File: src/rtl/rmsd_pkg.sv
package rmsd_pkg;

  localparam int DUR_W   = 32;
  localparam int FRAC_W  = 16;
  localparam int MEAN_W  = DUR_W + FRAC_W;
  localparam int CNT_W   = 16;
  localparam int THR_W   = 16;
  localparam int ITER_W  = 16;
  localparam int THR_FRAC = 12;
  localparam int ENTRY_W = MEAN_W + CNT_W;

  localparam logic [CNT_W-1:0]  CNT_MAX    = '1;
  localparam logic [THR_W-1:0]  THR_RESET  = 16'd4096;
  localparam logic [ITER_W-1:0] ITER_LOAD  = 16'd2;
  localparam logic [ITER_W-1:0] ITER_CHECK = 16'd3;

  // control from the sequencer to the serial datapath
  typedef struct packed {
    logic load;
    logic step;
  } ser_ctl_t;

  // what the serial datapath hands back after its last step
  typedef struct packed {
    logic              gt;
    logic [MEAN_W-1:0] quo;
  } ser_res_t;

endpackage

File: src/rtl/rmsd_serial.sv
// bit-serial multiply/compare and restoring divide, one bit per step
module rmsd_serial (
  input  logic                              clk,
  input  rmsd_pkg::ser_ctl_t                ctl,
  input  logic [rmsd_pkg::THR_W-1:0]        thr,
  input  logic [rmsd_pkg::MEAN_W-1:0]       mean,
  input  logic [rmsd_pkg::MEAN_W-1:0]       absdiff,
  input  logic [rmsd_pkg::CNT_W-1:0]        divisor,
  output rmsd_pkg::ser_res_t                res
);

  localparam int MW = rmsd_pkg::MEAN_W;
  localparam int TW = rmsd_pkg::THR_W;
  localparam int CW = rmsd_pkg::CNT_W;
  localparam int FW = rmsd_pkg::THR_FRAC;

  // multiplier: mean bits shift out lsb first, product bits leave the accumulator
  logic [MW-1:0] m_sr_r,   m_sr_nxt;
  logic [TW-1:0] acc_r,    acc_nxt;
  // lhs of the slow test: (absdiff << 12), low 48 bits serial, top bits parallel
  logic [MW-1:0] lhs_sr_r, lhs_sr_nxt;
  logic [FW-1:0] lhs_hi_r, lhs_hi_nxt;
  logic          gt_lo_r,  gt_lo_nxt;
  // divider: dividend shifts out msb first, quotient bits shift in
  logic [MW-1:0] div_sr_r, div_sr_nxt;
  logic [CW-1:0] rem_r,    rem_nxt;

  logic [TW:0]   psum;
  logic          pbit;
  logic [CW:0]   rem_s;
  logic          qbit;
  logic [TW-1:0] hi_lhs;

  always_comb begin
    psum  = {1'b0, acc_r} + (m_sr_r[0] ? {1'b0, thr} : '0);
    pbit  = psum[0];
    rem_s = {rem_r, div_sr_r[MW-1]};
    qbit  = (rem_s >= {1'b0, divisor});

    m_sr_nxt   = m_sr_r;
    acc_nxt    = acc_r;
    lhs_sr_nxt = lhs_sr_r;
    lhs_hi_nxt = lhs_hi_r;
    gt_lo_nxt  = gt_lo_r;
    div_sr_nxt = div_sr_r;
    rem_nxt    = rem_r;

    if (ctl.load) begin
      m_sr_nxt   = mean;
      acc_nxt    = '0;
      lhs_sr_nxt = {absdiff[MW-FW-1:0], {FW{1'b0}}};
      lhs_hi_nxt = absdiff[MW-1:MW-FW];
      gt_lo_nxt  = 1'b0;
      div_sr_nxt = absdiff;
      rem_nxt    = '0;
    end else if (ctl.step) begin
      m_sr_nxt   = {1'b0, m_sr_r[MW-1:1]};
      acc_nxt    = psum[TW:1];
      lhs_sr_nxt = {1'b0, lhs_sr_r[MW-1:1]};
      if (lhs_sr_r[0] != pbit) begin
        gt_lo_nxt = lhs_sr_r[0];
      end
      div_sr_nxt = {div_sr_r[MW-2:0], qbit};
      rem_nxt    = qbit ? CW'(rem_s - {1'b0, divisor}) : rem_s[CW-1:0];
    end
  end

  always_ff @(posedge clk) begin
    m_sr_r   <= m_sr_nxt;
    acc_r    <= acc_nxt;
    lhs_sr_r <= lhs_sr_nxt;
    lhs_hi_r <= lhs_hi_nxt;
    gt_lo_r  <= gt_lo_nxt;
    div_sr_r <= div_sr_nxt;
    rem_r    <= rem_nxt;
  end

  // top 16 product bits sit in the accumulator after the last step
  always_comb begin
    hi_lhs  = TW'(lhs_hi_r);
    res.gt  = (hi_lhs != acc_r) ? (hi_lhs > acc_r) : gt_lo_r;
    res.quo = div_sr_r;
  end

endmodule

File: config.mk
export PLATFORM = sky130hd
export DESIGN_NAME = rmsd_serial
export DESIGN_NICKNAME = d
export VERILOG_FILES = /design/src/rtl/rmsd_pkg.sv /design/src/rtl/rmsd_serial.sv
export SDC_FILE = /design/constraint.sdc
export NUM_CORES = 1
export LEC_CHECK = 0
export BUFFER_PORTS_ARGS = -buffer_cell sky130_fd_sc_hd__buf_2
export CORE_MARGIN = 3
export CORE_UTILIZATION = 25
export DETAILED_ROUTE_END_ITERATION = 6
export GPL_ROUTABILITY_DRIVEN = 0
export PLACE_DENSITY_LB_ADDON = 0.08
export SLEW_MARGIN = 20
export SYNTH_ARGS = -nofsm -noshare
export SYNTH_HDL_FRONTEND = slang
export SYNTH_SLANG_ARGS = --single-unit
File: constraint.sdc
create_clock -name clk -period 9.9 [get_ports clk]
set_input_delay 1.485 -clock clk [delete_from_list [all_inputs] [get_ports clk]]
set_output_delay 1.485 -clock clk [all_outputs]
set_load 0.03 [all_outputs]
# --- After elaboration in Yosys (flattened, before gate mapping) ---
# Index checks and enable logic that the tools add are counted.
classes:
  add_sub_neg: 2
  n_lt_le_gt_ge: 2
  n_eq_ne: 2
  n_mux: 9
  reduce_logical: 2
op_table:
  columns: ["op", "n"]
  rows:
  - ["$mux W48", 6]
  - ["$mux W16", 2]
  - ["$add A16 B16 Y17", 1]
  - ["$ge A17 B16 Y1", 1]
  - ["$gt A12 B16 Y1", 1]
  - ["$ne A12 B16 Y1", 1]
  - ["$sub A16 B16 Y16", 1]
  - ["$reduce_and A2 Y1", 1]
  - ["$reduce_bool A2 Y1", 1]
  - ["$mux W1", 1]
  - ["$ne A1 B1 Y1", 1]
totals:
  reg_bits: 189
  input_bits: 131
  out_inout_bits: 49
  word_cells: 25

# --- Logic depth before layout (Yosys ltp) ---
# Gate-level depths: netlist of run 1.
logic_depth:
  ltp_word: 4
  depth_mapped: 11
  mapped_depth_nobuf: 10

# --- Worst setup path after synthesis of run 1 ---
# OpenSTA, ideal clock, no wires.
synth_path:
  path_kind: "in2reg"
  startpoint: "input port ctl[0] (netlist name)"
  endpoint: "register div_sr_r[0], enable pin"
  setup_time_ns: 0.488
  t_arrival_ns: 4.451
  required_ns: 9.412
  setup_slack_ns: 4.961
  cell_stages: 3
  n_path_buf: 1
  cell_sequence: "clkbuf_1 > nor2_1 > inv_1"
synth_via:
  elab_chain_len: 1
synth_lines:
  columns: ["element", "line", "source"]
  rows:
  - ["from (decl)", "rmsd_serial.sv:4", "input rmsd_pkg::ser_ctl_t ctl,"]
  - ["$reduce_bool A2 Y1 (no source line)", null, null]
  - ["to (signal assigned)", "rmsd_serial.sv:74", "div_sr_r <= div_sr_nxt;"]
  - ["to (decl)", "rmsd_serial.sv:25", "logic [MW-1:0] div_sr_r, div_sr_nxt;"]
# Every way passes these cells.
# A chain may end at the register's enable or synchronous reset.

==> results of run 1 <==
-- metal layers --
| metal | up-vias | GRT usage |
|---|---|---|
| met2 | 116 | 0.1814 |
| met4 | 12 | 0.02654 |
| met1 | 3000 | 0.1584 |
| met3 | 24 | 0.03998 |
| met5 | - | 0 |
| li1 | 3102 | - |
-- worst max-delay path: cells and delay by family (launching register included) --
family / cells / cell delay (ns)
compound gates: 6 / 0.87
flops: 1 / 0.39
buf+inv: 2 / 0.26
fa+ha+maj: 1 / 0.23
simple gates: 1 / 0.14
-- metrics by stage --
stage,cell area (µm²),util,power (µW)
after floorplan,9427,-,1225
after global placement,10880,0.2949,1342
after detailed placement,10900,0.2955,1339
after CTS,11450,0.3107,2032
after global routing,11460,0.3108,2097
final,11460,0.3108,1989
-- cell usage in the layout, fill, tap and decap left out, types with 5 or more instances in the layout --
cell and count:
sky130_fd_sc_hd__and2_1 20, sky130_fd_sc_hd__inv_1 40, sky130_fd_sc_hd__a211oi_1 7, sky130_fd_sc_hd__nand4_1 5, sky130_fd_sc_hd__buf_2 178, sky130_fd_sc_hd__nand2_1 22
sky130_fd_sc_hd__nand3_1 8, sky130_fd_sc_hd__mux2i_1 30, sky130_fd_sc_hd__o21ai_1 13, sky130_fd_sc_hd__xnor2_1 13, sky130_fd_sc_hd__edfxtp_1 144, sky130_fd_sc_hd__a22o_1 38
sky130_fd_sc_hd__o21ai_0 10, sky130_fd_sc_hd__mux2_2 96, sky130_fd_sc_hd__clkbuf_16 17, sky130_fd_sc_hd__a21oi_1 23, sky130_fd_sc_hd__xor2_1 11, sky130_fd_sc_hd__a21o_1 13
sky130_fd_sc_hd__nor3_1 13, sky130_fd_sc_hd__nor2_1 29, sky130_fd_sc_hd__o22ai_1 5, sky130_fd_sc_hd__ha_1 44, sky130_fd_sc_hd__dfxtp_1 45
-- where the power goes --
part / switching [µW] / internal (µW) / leakage, µW / total (µW)
sequential: 33.4 / 938 / 0.00185 / 971
combinational: 198 / 147 / 0.00249 / 345
clock: 339 / 333 / 0.000272 / 672
total: 571 / 1420 / 0.00461 / 1990
-- cell usage after synthesis, types with 3 or more instances --
master | n | area share
sky130_fd_sc_hd__edfxtp_1 | 144 | 0.46
sky130_fd_sc_hd__mux2_2 | 96 | 0.11
sky130_fd_sc_hd__dfxtp_1 | 45 | 0.096
sky130_fd_sc_hd__ha_1 | 44 | 0.058
sky130_fd_sc_hd__inv_1 | 41 | 0.016
sky130_fd_sc_hd__a22o_1 | 38 | 0.035
sky130_fd_sc_hd__nor2_1 | 31 | 0.012
sky130_fd_sc_hd__mux2i_1 | 30 | 0.032
sky130_fd_sc_hd__clkbuf_1 | 29 | 0.012
sky130_fd_sc_hd__a21oi_1 | 23 | 0.012
sky130_fd_sc_hd__nand2_1 | 22 | 0.0088
sky130_fd_sc_hd__and2_1 | 20 | 0.013
sky130_fd_sc_hd__a21o_1 | 13 | 0.010
sky130_fd_sc_hd__nor3_1 | 13 | 0.0069
sky130_fd_sc_hd__o21ai_1 | 13 | 0.0069
sky130_fd_sc_hd__xnor2_1 | 13 | 0.012
sky130_fd_sc_hd__xor2_1 | 11 | 0.010
sky130_fd_sc_hd__o21ai_0 | 10 | 0.0053
sky130_fd_sc_hd__nand3_1 | 8 | 0.0042
sky130_fd_sc_hd__a211oi_1 | 7 | 0.0056
sky130_fd_sc_hd__nand4_1 | 5 | 0.0033
sky130_fd_sc_hd__o22ai_1 | 5 | 0.0033
sky130_fd_sc_hd__a31oi_1 | 4 | 0.0027
sky130_fd_sc_hd__nand2b_1 | 4 | 0.0027
sky130_fd_sc_hd__o21bai_1 | 4 | 0.0032
sky130_fd_sc_hd__and3_1 | 3 | 0.0020
sky130_fd_sc_hd__o21a_1 | 3 | 0.0024
-- cell families (layout without fill, tap and decap cells) --
| family | count (synthesis) | count (layout) | synth area share |
|---|---|---|---|
| adder cells (fa/ha/maj) | 46 | 46 | 0.06265 |
| XOR/XNOR | 24 | 24 | 0.02230 |
| buffers and inverters | 73 | 257 | 0.03000 |
| multiplexers | 126 | 126 | 0.1465 |
| flip-flops | 189 | 189 | 0.5543 |
| AO/OA/AOI/OAI | 149 | 149 | 0.1188 |
| other | 0 | 2 | 0 |
| AND/OR/NAND/NOR | 120 | 120 | 0.06544 |
-- flip-flops by register name (all words and copies together) (netlist names) --
name	cells
m_sr_r	48
lhs_hi_r	12
rem_r	16
div_sr_r	48
gt_lo_r	1
acc_r	16
lhs_sr_r	48
-- worst paths after layout --
check / startpoint / to / slack, ns / cells after the start
worst max-delay path: lhs_hi_r[0] / res[48] / 6.06 / 10
worst min-delay path: acc_r[14] / acc_r[14] / 0.48 / 2
worst max register to register: m_sr_r[0] / acc_r[13] / 6.84 / 10
worst min register to register: acc_r[14] / acc_r[14] / 0.48 / 2
-- cell type report --
type                       count  area (µm²)
inverter                      41       158.9
fill                        3816       25410
tap                          504       630.6
timing repair buffer         184       952.2
antenna                        2       5.005
clock inverter                14       130.1
multi-input combinational    465        3929
sequential                   189        5225
clock buffer                  18       429.2
==> impl_metrics.toml, run 1 <==
[outcome]
result_of_the_run = "finished clean"

[placed_design]
pre_cts_ws_ns = 5.693
buffer_ports.inserted = 179
dp_cells = 1383
detailed_place_hpwl_um = 16300

[grt]
grt_max_degree = 76
number_of_global_route_vias_before_repair = 6580
antenna_found_initial = 8
groute.usage.overall = 0.1170
wire_length_of_the_first_global_routing_pass_um = 37460
overflow = 0

[synthesis]
syn_inst = 727
avgSynthCellArea_um2 = 12.97
synth_top_flop_cell = "sky130_fd_sc_hd__edfxtp_1"
synthDistinctLibCells = 64
async_set_or_reset_register_ratio_after_synthesis = 0
synthesis.area_um2 = 9427
synth.ff_latch_count = 189
ys.warnings.count = 0
syn-num-nets = 904
ys_seq_area_frac = 0.5543
synth_enable_flop_cells = 144

[floorplanning]
dieArea_um2 = 40070
ios = 180
placement_row_count = 70
start_util = 0.2556
chipHeight_um = 200.2
design.core.area_um2 = 36870
die-width_um = 200.2

[detailed_routing]
drcViolationCount = 0
num_vias = 6254
per_cell_routed_wire_length_um = 16.52
final_routed_wirelength_across_all_metal_layers_um = 23410
wire_length_on_met1_um = 11280
via_per_inst = 4.414
maxUsedRoutingLayer = "met5"
detail_route.first_pass.iterations = 4
routed-wl-met3_um = 1217
detailroute.wirelength.met2_um = 10640
drt_iter0_drc = 246
detail-route-antenna-nets = 0

[clock_tree]
cts_root_buf = "sky130_fd_sc_hd__clkbuf_16"
clock_tree_from_tritoncts = "done"
cts.sink_count = 189
htree_levels = 4
clockBufferDepth = 2
clk_pin_slew_ns = 0.08
cts_buffers = 17
cts_hold_repair.buffers = 0
cts_post_setup_buffers_inserted = 0
postCtsResizedCells = 0
worst_skew_pair.late_latency_ns = 0.44

[run]
maxcap_viol_count = 0

[critical_path]
timing.critical_path.cells = "inv_1, ha_1, nand2b_1, a21o_1, a21o_1, a211oi_1, o21ai_1, o2111ai_1, a21oi_1, buf_2"
worstSetupPathType = "reg -> out"
worst-endpoint-required_ns = 8.42
slowest_cell_on_crit_path = "sky130_fd_sc_hd__edfxtp_1"
cpMostUsedCell = "sky130_fd_sc_hd__a21o_1"
critical_path.endpoint_type = "output port"
worstSetupStartpointType = "flip-flop"
worstPathMaxFanout = 2
timing.critical_path.arrival_ns = 2.35
critical_path.max_stage_delay_ns = 0.39

[sta]
relSlewSlack = 0.3351
count_of_pins_over_their_slew_limit = 0
fin_hold_ws_ns = 0.4753
fmaxAchievable_mhz = 260.5
layout_setup_ws_ns = 6.062
rsz0062_at_grt = "no"
setup-tns-final_ns = 0
final-hold-violation-count = 0
post-route-min-period_ns = 3.838
final_min_period_over_clock_period = 0.3877
fin_skew_ns = 0.009328
finalSetupViolations = 0
worst-slew-pin-transition_ns = 0.9974

[cells_and_area]
area.growth.synth_to_final_pct = 21.57
total_nets_final = 1075
drive_above_1_share = 0.3600
layout.cells.non_filler = 1417

[power_and_ir_drop]
vdd_drop_max_mv = 0.1129
leakage_power_total_uw = 0.004609
power_density_nw_per_um2 = 173.6

[hold_path]
hold_class = "reg -> reg"
(Power assumes the default switching activity.)
==> run 2, diff against run 1 <==
- clock period: 9.9 -> 3.13 ns (I/O delays scaled with it)
==> impl_metrics.toml, run 2 (synthesized netlist as in run 1, its figures left out) <==
[critical_path]
worst_setup_path_startpoint = "lhs_hi_r[0]"
regToRegSetupSlack_ns = 0.51
r2r_start = "m_sr_r[0]"
worstSetupPathType = "reg -> out"
worst-endpoint-required_ns = 2.66
timing.critical_path.cells = "inv_1, ha_1, nand2b_1, a21o_1, a21o_1, a211oi_1, o21ai_1, o2111ai_1, a21oi_1, buf_2"
worstSetupStartpointType = "flip-flop"
critical_path.endpoint_type = "output port"
timing.critical_path.arrival_ns = 2.41
critical_path.max_stage_delay_ns = 0.38
slowest_cell_on_crit_path = "sky130_fd_sc_hd__edfxtp_1"
cpMostUsedCell = "sky130_fd_sc_hd__a21o_1"
worstPathMaxFanout = 2

[detailed_routing]
per_cell_routed_wire_length_um = 16.59
via_per_inst = 4.398
drcViolationCount = 0
detail_route.first_pass.iterations = 6
drt_iter0_drc = 299
final_routed_wirelength_across_all_metal_layers_um = 23600
detail-route-antenna-nets = 0
num_vias = 6258

[cells_and_area]
final_area_um2 = 11540
mostFrequentLayoutCell = "sky130_fd_sc_hd__buf_2"
area.growth.synth_to_final_pct = 22.41
drive_above_1_share = 0.3610
biggestRegsByFlops = "div_sr_r: 48 flops, lhs_sr_r: 48 flops, m_sr_r: 48 flops"
fill_cells = 3788
layout.core_utilization = 0.3129
total_nets_final = 1082
layout.cells.non_filler = 1423
final_cell_mix = "178 x sky130_fd_sc_hd__buf_2, 144 x sky130_fd_sc_hd__edfxtp_1, 96 x sky130_fd_sc_hd__mux2_2"

[floorplanning]
ios = 180
design.core.area_um2 = 36870
dieArea_um2 = 40070
start_util = 0.2556
placement_row_count = 70
chipHeight_um = 200.2
die-width_um = 200.2

[power_and_ir_drop]
vdd_drop_max_mv = 0.3798
leakage_power_total_uw = 0.004640
power_density_nw_per_um2 = 546.1

[run]
maxcap_viol_count = 0

[sta]
final-hold-violation-count = 0
relSlewSlack = 0.6050
post-route-min-period_ns = 2.878
fin_skew_ns = 0.008387
worst-slew-pin-transition_ns = 0.5925
layout_setup_ws_ns = 0.2524
count_of_pins_over_their_slew_limit = 0
finalSetupViolations = 0
rsz0062_at_grt = "no"
final_min_period_over_clock_period = 0.9194
fmaxAchievable_mhz = 347.5

[outcome]
result_of_the_run = "finished clean"

[clock_tree]
clockBufferDepth = 2
cts.sink_count = 189
clk_pin_slew_ns = 0.07
cts_buffers = 17
cts_hold_repair.buffers = 0
cts_post_setup_buffers_inserted = 0
cts_root_buf = "sky130_fd_sc_hd__clkbuf_16"
htree_levels = 4
postCtsResizedCells = 0
worst_skew_pair.late_latency_ns = 0.44
clock_tree_from_tritoncts = "done"

[grt]
antenna_found_initial = 7
groute.usage.overall = 0.1178
overflow = 0
wire_length_of_the_first_global_routing_pass_um = 37570
number_of_global_route_vias_before_repair = 6654
grt_max_degree = 107

[placed_design]
pre_cts_ws_ns = 0.3862
buffer_ports.inserted = 179
placedInstanceArea_um2 = 10990
detailed_place_hpwl_um = 16330
dp_cells = 1390

[hold_path]
hold_class = "in -> reg"
origin_of_the_worst_min_delay_path = "absdiff[38]"
run 2: cell count changes in the layout (fill, tap and decap cells not counted), moves of 2 or more:
cell / delta
sky130_fd_sc_hd__buf_4: +4
sky130_fd_sc_hd__buf_12: +3
sky130_fd_sc_hd__inv_8: -3
sky130_fd_sc_hd__clkinv_1: +2
sky130_fd_sc_hd__clkinvlp_4: +2
run 2: worst paths after layout:
check                end  cells after the start
max              res[48]                     10
min          lhs_hi_r[2]                      1
max reg2reg     acc_r[9]                     11
min reg2reg     rem_r[2]                      2
run 2: layer usage:
metal | wire (µm) | global-route usage | share of wire | vias up
met2 | 10680 | 0.1829 | 0.45 | 103
li1 | - | - | - | 3123
met5 | 71 | 0 | 0.0030 | -
met4 | 255 | 0.02906 | 0.011 | 12
met1 | 11370 | 0.1555 | 0.48 | 2997
met3 | 1219 | 0.04486 | 0.052 | 23
run 2: stage by stage:
| stage | power [µW] | hold slack, ns | TNS [ns] |
|---|---|---|---|
| final | 6301 | 0.2202 | 0 |
| after global routing | 6639 | 0.1892 | 0 |
| after CTS | 6435 | 0.1840 | 0 |
| after detailed placement | 4245 | 0.4655 | 0 |
| after global placement | 4255 | 0.4613 | 0 |
| after floorplan | 3876 | 0.4358 | -6.828 |
run 2: power breakdown:
group          internal [µW]  leakage, µW  switching (µW)  total [µW]
clock network           1100     0.000257            1030        2130
logic                    477      0.00253             632        1110
registers               2970      0.00185            97.8        3060
total                   4540      0.00464            1760        6300
run 2: cell type report:
type                       instances  area (µm²)  area share
antenna                            2       5.005   0.0004337
inverter                          41       157.7     0.01366
clock inverter                    12       111.4    0.009651
clock buffer                      19       432.9     0.03752
tap                              504       630.6     0.05465
multi-input combinational        465        3934      0.3409
timing repair buffer             191        1042     0.09033
sequential                       189        5225      0.4528
run 2: critical path: cells and delay by family, from the launching register on:
kind | cells | cell delay [ns]
compound gates | 6 | 0.94
buf+inv | 2 | 0.27
fa+ha+maj | 1 | 0.24
simple gates | 1 | 0.15
flops | 1 | 0.38
